$ cat src/hdl/sths_pkg.sv
// Shared types and constants for the half-step stepper sequencer.
package sths_pkg;

  typedef enum logic [1:0] {
    MODE_TICK  = 2'd0,
    MODE_START = 2'd1,
    MODE_STOP  = 2'd2
  } mode_t;

  typedef struct packed {
    mode_t       mode;
    logic        direction;
    logic [23:0] total_steps;
  } in_item_t;

  typedef struct packed {
    logic [3:0]         coil_pins;
    logic               driver_enable;
    logic               range_trigger;
    logic signed [31:0] position;
    logic               running;
  } out_item_t;

  // Both brake pins: bit 3 for coil A, bit 1 for coil B.
  localparam logic [3:0] BRAKE_MASK = 4'b1010;

  // Half-step coil pattern, indexed by phase.
  localparam logic [3:0] COIL_PATTERN [8] = '{
    4'h5, 4'h9, 4'h1, 4'h2, 4'h0, 4'h8, 4'h4, 4'h6
  };

endpackage

$ cat src/hdl/stepper_half_step_sequencer.sv
// Half-step stepper sequencer: top level with tick, start and stop handling.
//
// One result per input item, one item per cycle while results are taken. The input
// is accepted outside reset whenever the result register is empty or being drained
// in the same cycle, so items stream back to back, each result valid in the cycle after its transfer in.
// A tick advances the interval counter; when it reaches step_interval the motor
// takes one half step (or, once the run is over, both brakes engage). A start item
// loads direction and step count and raises driver_enable if both the count and
// step_interval are nonzero; a stop item ends the run and drops driver_enable.
// range_trigger pulses on one tick out of every TRIGGER_PERIOD+1 ticks.
// Write step_interval only while no result is pending.
module stepper_half_step_sequencer
  import sths_pkg::*;
#(
  parameter int PHASE_COUNT    = 8,
  parameter int TRIGGER_PERIOD = 50
) (
  input  logic      clk,
  input  logic      rst_n,
  input  logic      cfg_wr_en,
  input  logic [15:0] cfg_wr_data,
  input  logic      in_valid,
  output logic      in_ready,
  input  in_item_t  in_data,
  output logic      out_valid,
  input  logic      out_ready,
  output out_item_t out_data
);

  localparam logic [2:0] PHASE_LAST = 3'(PHASE_COUNT - 1);
  localparam logic [5:0] TRIG_LAST  = 6'(TRIGGER_PERIOD);

  logic [15:0] interval_r;
  logic [15:0] tick_r, tick_nxt;
  logic [23:0] done_r, done_nxt;
  logic [23:0] total_r, total_nxt;
  logic        dir_r, dir_nxt;
  logic [2:0]  phase_r, phase_nxt;
  logic [31:0] pos_r, pos_nxt;
  logic [3:0]  pins_r, pins_nxt;
  logic        enable_r, enable_nxt;
  logic [5:0]  trig_r, trig_nxt;
  logic        pulse;
  logic        out_valid_r;
  out_item_t   out_data_r, out_data_nxt;

  logic        in_fire;
  logic [16:0] tick_sum;
  logic        fire;
  logic [2:0]  phase_step;

  // hold off transfers while in reset
  assign in_ready  = rst_n && (!out_valid_r || out_ready);
  assign in_fire   = in_valid && in_ready;
  assign out_valid = out_valid_r;
  assign out_data  = out_data_r;

  assign tick_sum = {1'b0, tick_r} + 17'd1;
  assign fire     = tick_sum >= {1'b0, interval_r};

  always_comb begin
    if (dir_r) begin
      phase_step = (phase_r >= PHASE_LAST) ? 3'd0 : phase_r + 3'd1;
    end else begin
      phase_step = (phase_r == 3'd0 || phase_r > PHASE_LAST) ? PHASE_LAST : phase_r - 3'd1;
    end
  end

  always_comb begin
    tick_nxt   = tick_r;
    done_nxt   = done_r;
    total_nxt  = total_r;
    dir_nxt    = dir_r;
    phase_nxt  = phase_r;
    pos_nxt    = pos_r;
    pins_nxt   = pins_r;
    enable_nxt = enable_r;
    trig_nxt   = trig_r;
    pulse      = 1'b0;
    unique case (in_data.mode)
      MODE_TICK: begin
        tick_nxt = fire ? 16'd0 : tick_sum[15:0];
        if (fire) begin
          if (done_r >= total_r) begin
            // run over: clear the run and engage both brakes
            done_nxt  = '0;
            total_nxt = '0;
            pins_nxt  = pins_r | BRAKE_MASK;
          end else begin
            done_nxt  = done_r + 24'd1;
            phase_nxt = phase_step;
            pos_nxt   = dir_r ? pos_r + 32'd1 : pos_r - 32'd1;
            pins_nxt  = COIL_PATTERN[phase_step];
          end
        end
        if (trig_r >= TRIG_LAST) begin
          trig_nxt = '0;
          pulse    = 1'b1;
        end else begin
          trig_nxt = trig_r + 6'd1;
        end
      end
      MODE_START: begin
        dir_nxt   = in_data.direction;
        total_nxt = in_data.total_steps;
        if (in_data.total_steps != '0 && interval_r != '0) begin
          enable_nxt = 1'b1;
        end
      end
      MODE_STOP: begin
        done_nxt   = '0;
        total_nxt  = '0;
        enable_nxt = 1'b0;
      end
      default: begin
        // unused code: hold all state
      end
    endcase
  end

  always_comb begin
    out_data_nxt.coil_pins     = pins_nxt;
    out_data_nxt.driver_enable = enable_nxt;
    out_data_nxt.range_trigger = pulse;
    out_data_nxt.position      = signed'(pos_nxt);
    out_data_nxt.running       = done_nxt < total_nxt;
  end

  always_ff @(posedge clk) begin
    if (!rst_n) begin
      interval_r  <= '0;
      tick_r      <= '0;
      done_r      <= '0;
      total_r     <= '0;
      dir_r       <= 1'b0;
      phase_r     <= '0;
      pos_r       <= '0;
      pins_r      <= '0;
      enable_r    <= 1'b0;
      trig_r      <= '0;
      out_valid_r <= 1'b0;
    end else begin
      if (cfg_wr_en) begin
        interval_r <= cfg_wr_data;
      end
      if (in_fire) begin
        tick_r   <= tick_nxt;
        done_r   <= done_nxt;
        total_r  <= total_nxt;
        dir_r    <= dir_nxt;
        phase_r  <= phase_nxt;
        pos_r    <= pos_nxt;
        pins_r   <= pins_nxt;
        enable_r <= enable_nxt;
        trig_r   <= trig_nxt;
      end
      if (in_fire) begin
        out_valid_r <= 1'b1;
      end else if (out_ready) begin
        out_valid_r <= 1'b0;
      end
    end
  end

  // result payload: load on input transfer, hold otherwise
  always_ff @(posedge clk) begin
    if (in_fire) begin
      out_data_r <= out_data_nxt;
    end
  end

`ifndef ASSERT_OFF
  a_pins_match : assert property (@(posedge clk) disable iff (!rst_n)
    out_valid_r |-> (out_data_r.coil_pins == pins_r && out_data_r.position == signed'(pos_r)))
    else $error("result pins or position differ from sequencer state");

  a_running_has_total : assert property (@(posedge clk) disable iff (!rst_n)
    (out_valid_r && out_data_r.running) |-> (total_r != '0))
    else $error("running reported with no steps loaded");

  a_trigger_resets : assert property (@(posedge clk) disable iff (!rst_n)
    in_fire |=> (!out_data_r.range_trigger || trig_r == '0))
    else $error("trigger pulse without counter restart");

  a_phase_range : assert property (@(posedge clk) disable iff (!rst_n)
    phase_r <= PHASE_LAST)
    else $error("phase index beyond pattern length");
`endif

endmodule
$ cat config.mk
export PLATFORM = sky130hd
export DESIGN_NAME = stepper_half_step_sequencer
export DESIGN_NICKNAME = d
export VERILOG_FILES = /design/src/hdl/sths_pkg.sv /design/src/hdl/stepper_half_step_sequencer.sv
export SDC_FILE = /design/constraint.sdc
export NUM_CORES = 1
export LEC_CHECK = 0
export ABC_AREA = 1
export BUFFER_PORTS_ARGS = -buffer_cell sky130_fd_sc_hd__buf_4
export CORE_MARGIN = 1.5
export CORE_UTILIZATION = 49
export CTS_BUF_LIST = sky130_fd_sc_hd__clkbuf_16
export DETAILED_ROUTE_END_ITERATION = 16
export PLACE_DENSITY = 0.79
export SLEW_MARGIN = 20
export SYNTH_ARGS = -nofsm -noshare
export SYNTH_HDL_FRONTEND = slang
export SYNTH_SLANG_ARGS = --single-unit
$ cat constraint.sdc
create_clock -name clk -period 5.85 [get_ports clk]
set_input_delay 0.585 -clock clk [delete_from_list [all_inputs] [get_ports clk]]
set_output_delay 0.585 -clock clk [all_outputs]
set_load 0.02 [all_outputs]
Word-level counts from Yosys, hierarchy flattened
Memories as Yosys holds them, arrays and structs flattened.
Index checks and enable logic that the tools add are counted.
- $add $sub $neg: 7
- magnitude comparators: 7
- eq/ne operators: 2
- mux-type cells: 25
- bitwise operators: 2
- reductions and logical operators: 14
- operator list (cell ; count):
    32-bit 2-to-1 mux ; 4
    24-bit 2-to-1 mux ; 4
    24-bit case mux with 3 select lines ; 1
    24-bit case mux with 2 select lines ; 1
    32-bit by 1-bit adder with 32-bit output (second input constant) ; 1
    32-bit by 1-bit subtractor with 32-bit output (second input constant) ; 1
    24-bit by 1-bit adder with 24-bit output (second input constant) ; 1
    24-bit >= comparator ; 1
    24-bit < comparator ; 1
    24-bit nonzero test ; 1
    4-bit 2-to-1 mux ; 5
    16-bit by 1-bit adder with 17-bit output (second input constant) ; 1
    17-bit by 16-bit >= comparator with 1-bit output ; 1
    16-bit 2-to-1 mux ; 1
    16-bit nonzero test ; 1
    3-bit 2-to-1 mux ; 3
    6-bit by 1-bit adder with 6-bit output (second input constant) ; 1
    6-bit >= comparator (second input constant) ; 1
    6-bit 2-to-1 mux ; 1
    4-bit >= comparator (second input constant) ; 1
    1-bit 2-to-1 mux ; 4
    3-bit inverter with 4-bit output ; 1
    2-bit AND reduction ; 2
    4-bit AND reduction ; 1
    14 further kinds ; 17
- register bits: 167
- memory bits (read-only): 32
- input bits: 48
- output and inout bits: 41
- logic and storage cells: 74
- memories kept: 1
- memory list (memory ; words ; width ; read ports ; clocked after memory_dff ; write ports ; line ; source):
    (name not given) ; 8 ; 4 ; 1 ; 0 ; 0 ; stepper_half_step_sequencer.sv:93 ; pins_nxt = COIL_PATTERN[phase_step];

Depth between registers and ports, before layout
Gate-level depths: netlist (run 1).
- depth after elaboration: 11
- gate-level depth with buffers: 34
- mapped depth without buffers: 33

Worst setup path after synthesis (run 1)
OpenSTA, ideal clock, no wires.
- path type: register to register
- start point: register tick_r[0]
- end point: register out_data_r (netlist bit out_data[0]), data pin
- library setup time: 0.263 ns
- arrival time: 3.837 ns
- required time: 5.587 ns
- path slack: 1.750 ns
- cell stages (with the launch flop): 35
- path buffers: 1
- period minus slack after synthesis: 4.100 ns
- path through: dfxtp_1 -> inv_1 -> nor3_2 -> nand2_1 -> nor2_1 -> inv_1 -> nor2_1 -> inv_1 -> nor2_1 -> nand4_1 -> nor2_1 -> xor2_1 -> ha_1 -> nand2_1 -> nor2_1 -> nand4_1 -> nand3_2 -> nor2_2 -> nand3_4 -> buf_8 -> nand2_4 -> nor2_8 -> nand4_4 -> clkinv_1 -> nand2_1 -> a21oi_1 -> o21ai_1 -> o21ai_1 -> ha_1 -> nand2_1 -> nor2_1 -> nand4_1 -> o21bai_1 -> o2111ai_1 -> a21oi_1
- RTL lines (item ; line ; source):
    start: declaration ; stepper_half_step_sequencer.sv:34 ; logic [15:0] tick_r, tick_nxt;
    start signal: assignment ; stepper_half_step_sequencer.sv:147 ; tick_r <= tick_nxt;
    end signal: assignment ; stepper_half_step_sequencer.sv:168 ; out_data_r <= out_data_nxt;
    end: declaration ; stepper_half_step_sequencer.sv:45 ; out_item_t out_data_r, out_data_nxt;

==> impl_metrics.csv, run 1 <==
group,metric,value,unit
global_route,grt_max_degree,70,
clock_network,path_clk_slew,0.07,ns
clock_network,cts_sinks,167,
detailed_routing,routed_wl,25600,um
global_route,grt_pass1_vias,9224,
status,status,"completed",
global_route,grt-ovfl-total,0,
cells_and_area,antenna_cells,0,
power,p_leak,5.45,nW
detailed_routing,num_vias,9726,
placed_design,place.gp.congestion,0.907,
synthesis,yosys_most_used_dff,"dfxtp_1",
run,cap_violations,0,
placed_design,dpl_cell_area,11500,um2
die,io_pins,89,
placed_design,io_buffers,88,
clock_network,clk_path_buf_depth,2,
synthesis,ys_seq_elements,167,
setup_path,cp.arrival,5.27,ns
sta,period_needed,5.11,ns
setup_path,reg2reg_depth,30,
synthesis,synth-edff-count,39,
power,vdd_drop_max,185,uV
sta,slew_viol_final,0,
die,die_w,150,um
detailed_routing,wl_per_cell,14.5,um
setup_path,r2r-end,"out_data[0]$_DFFE_PP_",
min_path,min_to,"interval_r[0]$_SDFFE_PN0P_",
setup_path,worstPathRequired,6.02,ns
clock_network,cts_tree,"built",
placed_design,dpl.hpwl,18900,um
setup_path,worstPathMaxFanout,17,
detailed_routing,drt-pass1-iter-count,5,
sta,period_share,87.3,%
clock_network,post_cts_buffers,0,
clock_network,hold_buffers,0,
detailed_routing,final_antenna_net_count,0,
setup_path,critPathLaunch,"tick_r[0]$_SDFFE_PN0P_",
synthesis,synth.avg_cell_area,7.62,um2
synthesis,yosysUniqueCellTypes,60,
cells_and_area,layout_commonest_cell,"nand2_1",
sta,grt_setup_unrepaired,"no",
detailed_routing,drc,0,
clock_network,cts_resized,0,
setup_path,r2r_slack,0.74,ns
die,die_y,150,um
setup_path,critPathMaxStageDelay,0.40,ns
global_route,grt.total_usage,23.5,%
min_path,hp-start,"cfg_wr_data[0]",
synthesis,yosysWarnings,0,
clock_network,numCtsBuffers,17,
sta,fin_tns_setup,0,ns
synthesis,syn_nets,1552,
detailed_routing,routed_via_density,5.52,
die,start_util,50.3,%
cells_and_area,final_cell_mix,"279 x nand2_1, 192 x inv_1, 128 x dfxtp_1",
sta,skew,0.00961,ns
die,dieArea,22600,um2
cells_and_area,stdcell_area,12100,um2
setup_path,cp-start-kind,"flip-flop",
sta,timing.fmax,196,MHz
min_path,hold_class,"primary input to flip-flop",
sta,hold_viol,0,
min_path,whs_path_depth,3,
setup_path,cpMostUsedCell,"nor2_1",
setup_path,worstSetupPathType,"flip-flop to flip-flop",
detailed_routing,drtIter0Drc,744,
clock_network,root_buffer,"clkbuf_16",
synthesis,ys_seq_area_share,35.1,%
clock_network,insertion_delay,0.43,ns
global_route,grt_pass1_wl,42500,um
setup_path,crit_path_end_kind,"flip-flop",
power,power,2.63,mW
synthesis,netlist_instances,1398,
synthesis,async_flop_share,0,%
clock_network,htreeDepth,4,
sta,worst_pin_slew,0.933,ns
die,rows,53,
sta,max-slew-margin-rel,37.6,%
cells_and_area,utilization,57.2,%
cells_and_area,drive_above_1_share,11.7,%
power,power_density,218,nW/um2
cells_and_area,area_delta_synth_final,13.5,%
cells_and_area,fin_nets,1627,
synthesis,post_synth_instance_area,10600,um2
setup_path,worst_path_max_delay_cell,"dfxtp_1",
setup_path,regToRegStartpoint,"tick_r[0]$_SDFFE_PN0P_",
die,core,21200,um2
sta,finalSetupViolCount,0,
global_route,grt_antenna_before_repair,0,
worst max-delay path by stage:
stage	slack, ns	cells after the start	to
after floorplan	1.75	34	out_data[0]$_DFFE_PP_
after global placement	1.18	31	out_data[0]$_DFFE_PP_
after detailed placement	0.94	31	out_data[0]$_DFFE_PP_
after CTS	0.84	30	out_data[0]$_DFFE_PP_
after global routing	0.32	30	out_data[0]$_DFFE_PP_
final	0.74	30	out_data[0]$_DFFE_PP_
state kept, by name, summed over array words and instances (netlist names), 3 cells and up:
| register | cells |
|---|---|
| done_r | 24 |
| pins_r | 4 |
| interval_r | 16 |
| pos_r | 32 |
| out_data | 39 |
| phase_r | 3 |
| total_r | 24 |
| trig_r | 6 |
| tick_r | 16 |
worst max-delay path, delay by kind of cell, from the launching register on:
kind / cells / cell delay (ns)
compound gates: 2 / 0.29
xor+xnor: 1 / 0.21
fa+ha+maj: 2 / 0.60
buf+inv: 5 / 0.46
flops: 1 / 0.40
simple gates: 20 / 2.88
cell families after synthesis:
kind of cell             share of synthesized area, %
AO/OA/AOI/OAI                                    20.7
XOR/XNOR                                         3.44
adder cells (fa/ha/maj)                          12.5
buffers and inverters                            8.93
flip-flops                                       35.1
multiplexers                                   0.0940
AND/OR/NAND/NOR                                  19.3
final cells by class:
| class | instances | area (um2) |
|---|---|---|
| Sequential cell | 167 | 3730 |
| Timing Repair Buffer | 95 | 713 |
| Tap cell | 275 | 344 |
| Multi-Input combinational cell | 990 | 5970 |
| Clock buffer | 18 | 450 |
| Fill cell | 1929 | 9060 |
| Clock inverter | 14 | 120 |
| Inverter | 202 | 762 |
synth_stat cells (6+ instances only):
master / count / area (um2)
a21o_1: 6 / 45.0
a21oi_1: 121 / 606
a22o_1: 12 / 105
a22oi_1: 18 / 135
clkbuf_1: 27 / 101
dfxtp_1: 128 / 2560
edfxtp_1: 39 / 1170
ha_1: 105 / 1310
inv_1: 188 / 706
inv_2: 11 / 41.3
nand2_1: 279 / 1050
nand3_1: 26 / 130
nand4_1: 20 / 125
nor2_1: 73 / 274
nor2_2: 6 / 37.5
nor3_1: 18 / 90.1
nor4_1: 11 / 68.8
o21a_1: 10 / 75.1
o21ai_0: 97 / 485
o21ai_1: 41 / 205
o21ai_2: 9 / 78.8
o22ai_1: 38 / 238
xnor2_1: 14 / 123
xor2_1: 26 / 228
where the power goes:
part	leakage [nW]	internal [mW]	switching [mW]
clock network	0.293	0.642	0.449
logic	3.75	0.111	0.212
registers	1.41	1.21	0.0126
through the flow:
step / hold slack, ns / worst slack, ns / std cells
after global placement: 0.442 / 1.18 / 1729
after detailed placement: 0.457 / 0.943 / 1729
after global routing: 0.366 / 0.323 / 1761
after floorplan: 0.427 / 1.75 / 1398
after CTS: 0.363 / 0.843 / 1761
final: 0.375 / 0.744 / 1761
per-layer routing:
| layer | wire length (um) | vias up | global-route usage, % |
|---|---|---|---|
| met5 | 0 | - | 0 |
| met4 | 772 | 0 | 9.80 |
| met1 | 11000 | 4472 | 28.9 |
| met2 | 12400 | 284 | 40.5 |
| met3 | 1380 | 58 | 3.79 |
| li1 | - | 4912 | - |
(Power assumes the default switching activity.)
==> run 2, diff against run 1 <==
PLACE_DENSITY = 0.73   (was 0.79)
clock period = 5 ns   (was 5.85 ns; I/O delays follow)
==> impl_metrics.csv, run 2 (synthesized netlist as in run 1, its figures left out) <==
group,metric,value,unit
status,status,"completed",
detailed_routing,routed_wl,25200,um
cells_and_area,fin_nets,1630,
die,start_util,50.3,%
die,rows,53,
setup_path,critPathMaxStageDelay,0.36,ns
cells_and_area,utilization,57.3,%
global_route,grt-ovfl-total,0,
setup_path,worstSetupPathType,"flip-flop to flip-flop",
die,core,21200,um2
placed_design,dpl.hpwl,18600,um
global_route,grt_max_degree,90,
detailed_routing,drc,0,
power,power_density,248,nW/um2
sta,fin_tns_setup,0,ns
setup_path,worstPathRequired,5.18,ns
min_path,hold_class,"primary input to flip-flop",
cells_and_area,antenna_cells,0,
global_route,grt_pass1_vias,9209,
clock_network,cts_tree,"built",
clock_network,cts_sinks,167,
setup_path,crit_path_end_kind,"flip-flop",
placed_design,place.gp.congestion,0.888,
sta,timing.fmax,223,MHz
placed_design,dp_slack,0.240,ns
detailed_routing,num_vias,9492,
sta,period_share,89.6,%
sta,period_needed,4.48,ns
setup_path,worst_path_max_delay_cell,"dfxtp_2",
detailed_routing,routed_via_density,5.38,
detailed_routing,drtIter0Drc,542,
cells_and_area,largest_reg_flops,39,
global_route,grt.total_usage,23.2,%
clock_network,root_buffer,"clkbuf_16",
sta,finalSetupViolCount,0,
sta,slew_viol_final,0,
placed_design,dpl_cell_area,11500,um2
cells_and_area,stdcell_area,12100,um2
clock_network,insertion_delay,0.44,ns
detailed_routing,drt-pass1-iter-count,5,
cells_and_area,drive_above_1_share,12.6,%
detailed_routing,final_antenna_net_count,0,
clock_network,htreeDepth,4,
clock_network,numCtsBuffers,17,
die,die_y,150,um
clock_network,clk_path_buf_depth,2,
sta,skew,0.00982,ns
die,dieArea,22600,um2
setup_path,cp-start-kind,"flip-flop",
power,p_leak,5.44,nW
setup_path,worstPathMaxFanout,8,
setup_path,path_delay_family,"simple AND/OR/NAND/NOR gates",
placed_design,io_buffers,88,
die,die_w,150,um
setup_path,cp.arrival,4.67,ns
global_route,grt_antenna_before_repair,0,
detailed_routing,wl_per_cell,14.3,um
setup_path,cpMostUsedCell,"nand2_1",
run,cap_violations,0,
die,io_pins,89,
cells_and_area,area_delta_synth_final,13.8,%
cells_and_area,layout_commonest_cell,"nand2_1",
power,vdd_drop_max,252,uV
sta,hold_viol,0,
sta,layout_setup_ws,0.518,ns
sta,max-slew-margin-rel,30.3,%
global_route,grt_pass1_wl,42100,um
cells_and_area,final_cell_mix,"279 x nand2_1, 189 x inv_1, 126 x dfxtp_1",
clock_network,path_clk_slew,0.06,ns
sta,worst_pin_slew,1.05,ns
setup_path,path_buf_inv,5,
sta,grt_setup_unrepaired,"no",
[run 2: worst reg2reg max path, delay by kind of cell (launching register included)]
family / cells / cell delay, ns
and+or+nand+nor: 20 / 2.05
adders and majority gates: 2 / 0.60
AOI/OAI and AO/OA: 6 / 0.56
buffers and inverters: 5 / 0.43
DFF: 1 / 0.36
xor gates and xnor gates: 1 / 0.20
[run 2: cell type report]
type,instances,area (um2)
sequential,167,3740
clock buffer,17,425
fill,1968,9040
clock inverter,14,103
tap,275,344
multi-input combinational,990,6010
inverter,202,762
timing repair buffer,98,739
[run 2: timing repair]
action / in CTS / in global routing
resized for setup: 0 / 12
hold buffers: 0 / 0
setup endpoints to repair: 0 / 1
buffers inserted: 0 / 1
hold endpoints to repair: 0 / 0
[run 2: metrics by stage]
step,hold WS (ns),power (mW),cells
floorplan,0.427,1.71,1398
global route,0.294,3.14,1763
detailed placement,0.448,1.83,1731
finish,0.281,3.01,1763
CTS,0.271,3.02,1762
global placement,0.439,1.82,1731
[run 2: power by group]
part           internal (mW)  total, mW  leakage (nW)  switching (mW)
Sequential              1.41       1.42          1.41          0.0142
Combinational          0.133      0.381          3.77           0.248
Clock                  0.635       1.20         0.256           0.568
[run 2: routing by layer]
metal  vias to the layer above  wire, um  track usage (%)
li1                       4909         -                -
met1                      4316     11400             29.0
met2                       219     12000             39.6
met3                        48      1140             4.61
met4                         0       617             8.68
met5                         -         0                0
[run 2: final timing paths]
kind	from	endpoint	slack [ns]	depth (start not counted)
worst min-delay path	in_valid	out_valid$_SDFFE_PN0P_	0.28	3
worst max register to register	tick_r[2]$_SDFFE_PN0P_	out_data[0]$_DFFE_PP_	0.52	34
worst max-delay path	tick_r[2]$_SDFFE_PN0P_	out_data[0]$_DFFE_PP_	0.52	34
worst min register to register	trig_r[5]$_SDFFE_PN0P_	trig_r[5]$_SDFFE_PN0P_	0.46	2
